$ cat src/rtl/cpls_ram.sv
`timescale 1ns / 1ps
module cpls_ram #(
  parameter int Width = 32,
  parameter int Depth = 64,
  parameter int AddrW = $clog2(Depth)
) (
  input  logic             clk_i,
  input  logic             we_i,
  input  logic [AddrW-1:0] waddr_i,
  input  logic [Width-1:0] wdata_i,
  input  logic [AddrW-1:0] raddr_i,
  output logic [Width-1:0] rdata_o
);

  logic [Width-1:0] mem_q [Depth];

  always_ff @(posedge clk_i) begin
    if (we_i) begin
      mem_q[waddr_i] <= wdata_i;
    end
    rdata_o <= mem_q[raddr_i];
  end

endmodule

$ cat config.mk
export PLATFORM = sky130hd
export DESIGN_NAME = cpls_ram
export DESIGN_NICKNAME = d
export VERILOG_FILES = /design/src/rtl/cpls_ram.sv
export SDC_FILE = /design/constraint.sdc
export NUM_CORES = 2
export LEC_CHECK = 0
export BUFFER_PORTS_ARGS = -buffer_cell sky130_fd_sc_hd__buf_4
export CORE_AREA = 2 2 381 383
export DETAILED_ROUTE_END_ITERATION = 10
export DIE_AREA = 0 0 383 385
export HOLD_SLACK_MARGIN = 0.03
export PLACE_DENSITY = 0.75
export SYNTH_ARGS = -nofsm -noshare
export SYNTH_HDL_FRONTEND = slang
export SYNTH_SLANG_ARGS = --single-unit
$ cat constraint.sdc
create_clock -name clk_i -period 3.8 [get_ports clk_i]
set_clock_uncertainty 0.1 [all_clocks]
set_input_delay 0 -clock clk_i [delete_from_list [all_inputs] [get_ports clk_i]]
set_output_delay 0 -clock clk_i [all_outputs]
set_load 0.03 [all_outputs]
Word level (Yosys, flattened, before mapping)
Memories as Yosys holds them, arrays and structs flattened. A register that Yosys moved wholly into a read port is not among the register bits.
Index checks and enable logic that the tools add are counted.
{"block": "totals", "ram_bits": 2048, "n_memories": 1, "elab_cells": 3, "in_bits": 46, "register_bits": 0, "output_inout_bits": 32}
{"memory": "mem_q", "depth": 64, "word_bits": 32, "rd": 1, "rd_ports_with_merged_regs": 1, "write_ports": 1, "line_no": "15", "source": "logic [Width-1:0] mem_q [Depth];"}
{"block": "op_classes", "muxes": 2}
{"cell": "1-bit two-way mux", "count": 2}

Logic depth before layout (Yosys ltp)
{"block": "logic_depth", "ltp_word": 2, "depth_mapped": 10, "mapped_depth_nobuf": 5}

Worst setup path after synthesis
No wires, ideal clock.
{"block": "synth_path", "path_kind": "input to register", "from": "in waddr_i[3]", "to": "mem mem_q[48][0] (enable)", "setup_time_ns": 0.461, "t_required_ns": 3.239, "n_path_buf": 1, "arrival_ns": 2.699, "slack_ns": 0.540, "path_stages": 4, "cell_sequence": "clkbuf_1 nor2b_1 nand4b_1 nor3_1"}
{"item": "start: declaration", "line_no": "9", "source": "input logic [AddrW-1:0] waddr_i,"}
{"item": "end: declaration", "line_no": "15"}
Straight into the memory's write port.

==> flow_summary_export.csv <==
group,metric,value,unit
outcome,status,"finished, final reports clean",
yosys,async_reset_ff_share,0,%
clock_tree,cts_buffer_depth,3,
setup_path,criticalPathCategory,"primary input to flop",
drt,wl_met3,23700,um
sta,fin_hold_ws,144,ps
place,pre_cts_slack,359,ps
hold_path,hold_end,"mem_q[63][30]$_DFFE_PP_",
pwr,power.density,521,mW/mm^2
pwr,fin_total_pwr,46.4,mW
pwr,clock_power_share,39.4,%
clock_tree,clock_latency,820,ps
sta,tightest_slew,1230,ps
flow_run,drv_cap,0,
clock_tree,root_buffer,"clkbuf_16",
pwr,p_sw,9.88,mW
finish,nFillCells,9126,
yosys,synth_cell_type_count,34,
yosys,syn_area_per_cell,23.6,sq um
drt,drcViolationCount,0,
finish,multi_input_area,0.0160,sq mm
yosys,synth_edf_count,2048,
finish,design_area,0.0889,sq mm
pwr,switching_share,21.3,%
sta,finalCritPeriodShare,82.9,%
setup_path,critPathMaxFanout,26,
sta,timing.setup.tns,0,ps
setup_path,cp-start-kind,"primary input",
finish,fin_cells,5671,
drt,dr.pass1.iters,6,
clock_tree,htreeDepth,4,
finish,final_cell_mix,"2048 x edfxtp_1, 544 x mux4_2, 197 x buf_4",
drt,ant_nets,0,
clock_tree,clk_pin_slew,60,ps
sta,finalWorstSetupSlack,651,ps
drt,routed_via_density,6.69,
grt,overflow,0,
grt,track_usage,27.3,%
finish,fin_util,62.1,%
pwr,p_int,36.5,mW
grt,grt_pass1_wl,281000,um
finish,syn2layout_area_growth,13.2,%
drt,vias,37943,
grt,grt_pass1_vias,38189,
pwr,leakagePower,27.7,nW
pwr,combPwrFrac,5.5,%
place,place.gp.congestion,0.822,
clock_tree,cts_tree,"done",
hold_path,hp-start,"waddr_i[3]",
setup_path,rr_worst_depth,4,
yosys,synth.area.top_cells,"edfxtp_1 78%, mux4_2 16%, mux2i_1 1.2%, dfxtp_1 0.82%, o22ai_1 0.67%",
drt,routedWlPerCell,34.9,um
yosys,synthFlopType,"edfxtp_1",
drt,drt-met1-wl,71300,um
grt,antenna_found_initial,15,
yosys,syn-instance-count,3324,
finish,drive_gt1_share,29.1,%
floorplanning,io_pins,78,
setup_path,startpoint,"raddr_i[1]",
yosys,yosysWarnings,0,
setup_path,r2r-start,"mem_q[10][1]$_DFFE_PP_",
yosys,syn_area,0.0785,sq mm
sta,hold_viol,0,
clock_tree,cts.sinks,2080,
setup_path,r2r-end,"rdata_o[1]$_DFF_P_",
finish,seqCellArea,0.0621,sq mm
place,dp_cells,5273,
sta,fin_crit,3150,ps
finish,final_common_cell,"edfxtp_1",
drt,routed_wl,198000,um
sta,setup_violations,0,
setup_path,r2r_slack,1150,ps
setup_path,required,4320,ps
floorplanning,dieArea,0.147,sq mm
sta,rsz0062_at_grt,"false",
sta,max_slew_margin,17.2,%
yosys,synth_top_area_share,78.3,%
floorplanning,start_util,54.9,%
sta,fmax,0.318,GHz
sta,final_max_slew_viol_count,0,
yosys,synth_nets,3370,
pwr,ir_drop,396,uV
yosys,synth_seq_cells,2080,
hold_path,min_path_type,"primary input to flop",
setup_path,critPathCaptureType,"flop",
floorplanning,die_h,385,um
drt,wl_met2,95500,um
drt,highest_layer,"met5",
place,dpl.hpwl,107000,um
finish,nNetsFinal,3654,
hold_path,holdPathStages,3,
place,placed_area,0.0826,sq mm
setup_path,arrival,3670,ps
drt,drtIter0Drc,5649,
grt,grt_start_max_net_pins,65,
place,port_buffers,77,
floorplanning,die_x,383,um
floorplanning,core_region_area,0.143,sq mm
clock_tree,numCtsBuffers,193,
yosys,ys_seq_area_share,79.1,%
pwr,pwr-share-seq,55.1,%
yosys,synth_area_leader_cell,"edfxtp_1",
floorplanning,rows,139,
per-layer routing:
| metal | vias up | track usage [%] |
|---|---|---|
| met5 | - | 0 |
| li1 | 14846 | - |
| met3 | 393 | 5.59 |
| met4 | 2 | 9.80 |
| met2 | 2588 | 43.2 |
| met1 | 20114 | 38.3 |
Yosys cell counts, types with 2 or more instances:
master       n
and2_1       2
nand3b_1     5
mux4_2     544
nand2b_1     8
buf_4       25
and3_1       4
o221ai_1    27
o22ai_1     84
a22oi_1     12
dfxtp_1     32
nor2b_1     15
a311oi_1     8
or3_1        3
or3b_2       3
nor2_1     137
a41o_1       4
buf_1       21
nand3_1      5
buf_6        5
edfxtp_1  2048
clkbuf_1    74
a21oi_1     62
or3b_1       2
buf_2       57
nand2_1     26
nor3_1       7
nand4_1      2
o32ai_1      4
mux2i_1     93
cell families (layout without fill, tap and decap cells):
family                 Yosys count  count (layout)  synth area share, %
AO/OA/AOI/OAI                  202             202                 1.67
other                            0               3                    0
multiplexers                   637             637                 16.8
buffers and inverters          182             623                 1.13
AND/OR/NAND/NOR                223             223                 1.27
flip-flops                    2080            2080                 79.1
flip-flops by register name, summed over array words and instances, names as in the netlist:
signal   count
rdata_o     32
mem_q     2048
critical path, cell delays in order:
cell and delay (ps):
dlygate4sd3_1 580, buf_8 380, buf_4 460, buf_4 340
mux4_2 350, mux4_2 550, o22ai_1 700, nor2_1 260
power by group through the flow:
stage	clock network [mW]	registers [mW]	logic, mW
2_1_floorplan	0	26.0	1.24
3_3_place_gp	0	26.0	2.47
3_5_place_dp	0	26.0	2.51
4_1_cts	18.4	25.5	2.57
5_1_grt	19.3	25.5	2.67
6_report	18.3	25.5	2.56
worst max path at each step:
stage               cells past startpoint                endpoint
floorplan                               4  mem_q[48][0]$_DFFE_PP_
global placement                        7      rdata_o[1]$_DFF_P_
detailed placement                      7      rdata_o[1]$_DFF_P_
CTS                                     8      rdata_o[1]$_DFF_P_
global route                            8      rdata_o[1]$_DFF_P_
finish                                  8      rdata_o[1]$_DFF_P_
repair_timing:
| item | 4_1_cts | 5_1_grt |
|---|---|---|
| setup buffers | 0 | 0 |
| gates resized for setup | 0 | 0 |
| hold endpoints to repair | 2186 | 0 |
| hold buffers | 43 | 0 |
cell type report:
type / instances / share of cell area, %
diodes: 3 / 0.00844
multi-input cells: 1062 / 18.0
repair buffers: 271 / 2.83
clock inverters: 97 / 0.802
well taps: 1903 / 2.68
flip-flops and latches: 2080 / 69.9
clock buffers: 255 / 5.84
(Power assumes the default switching activity.)
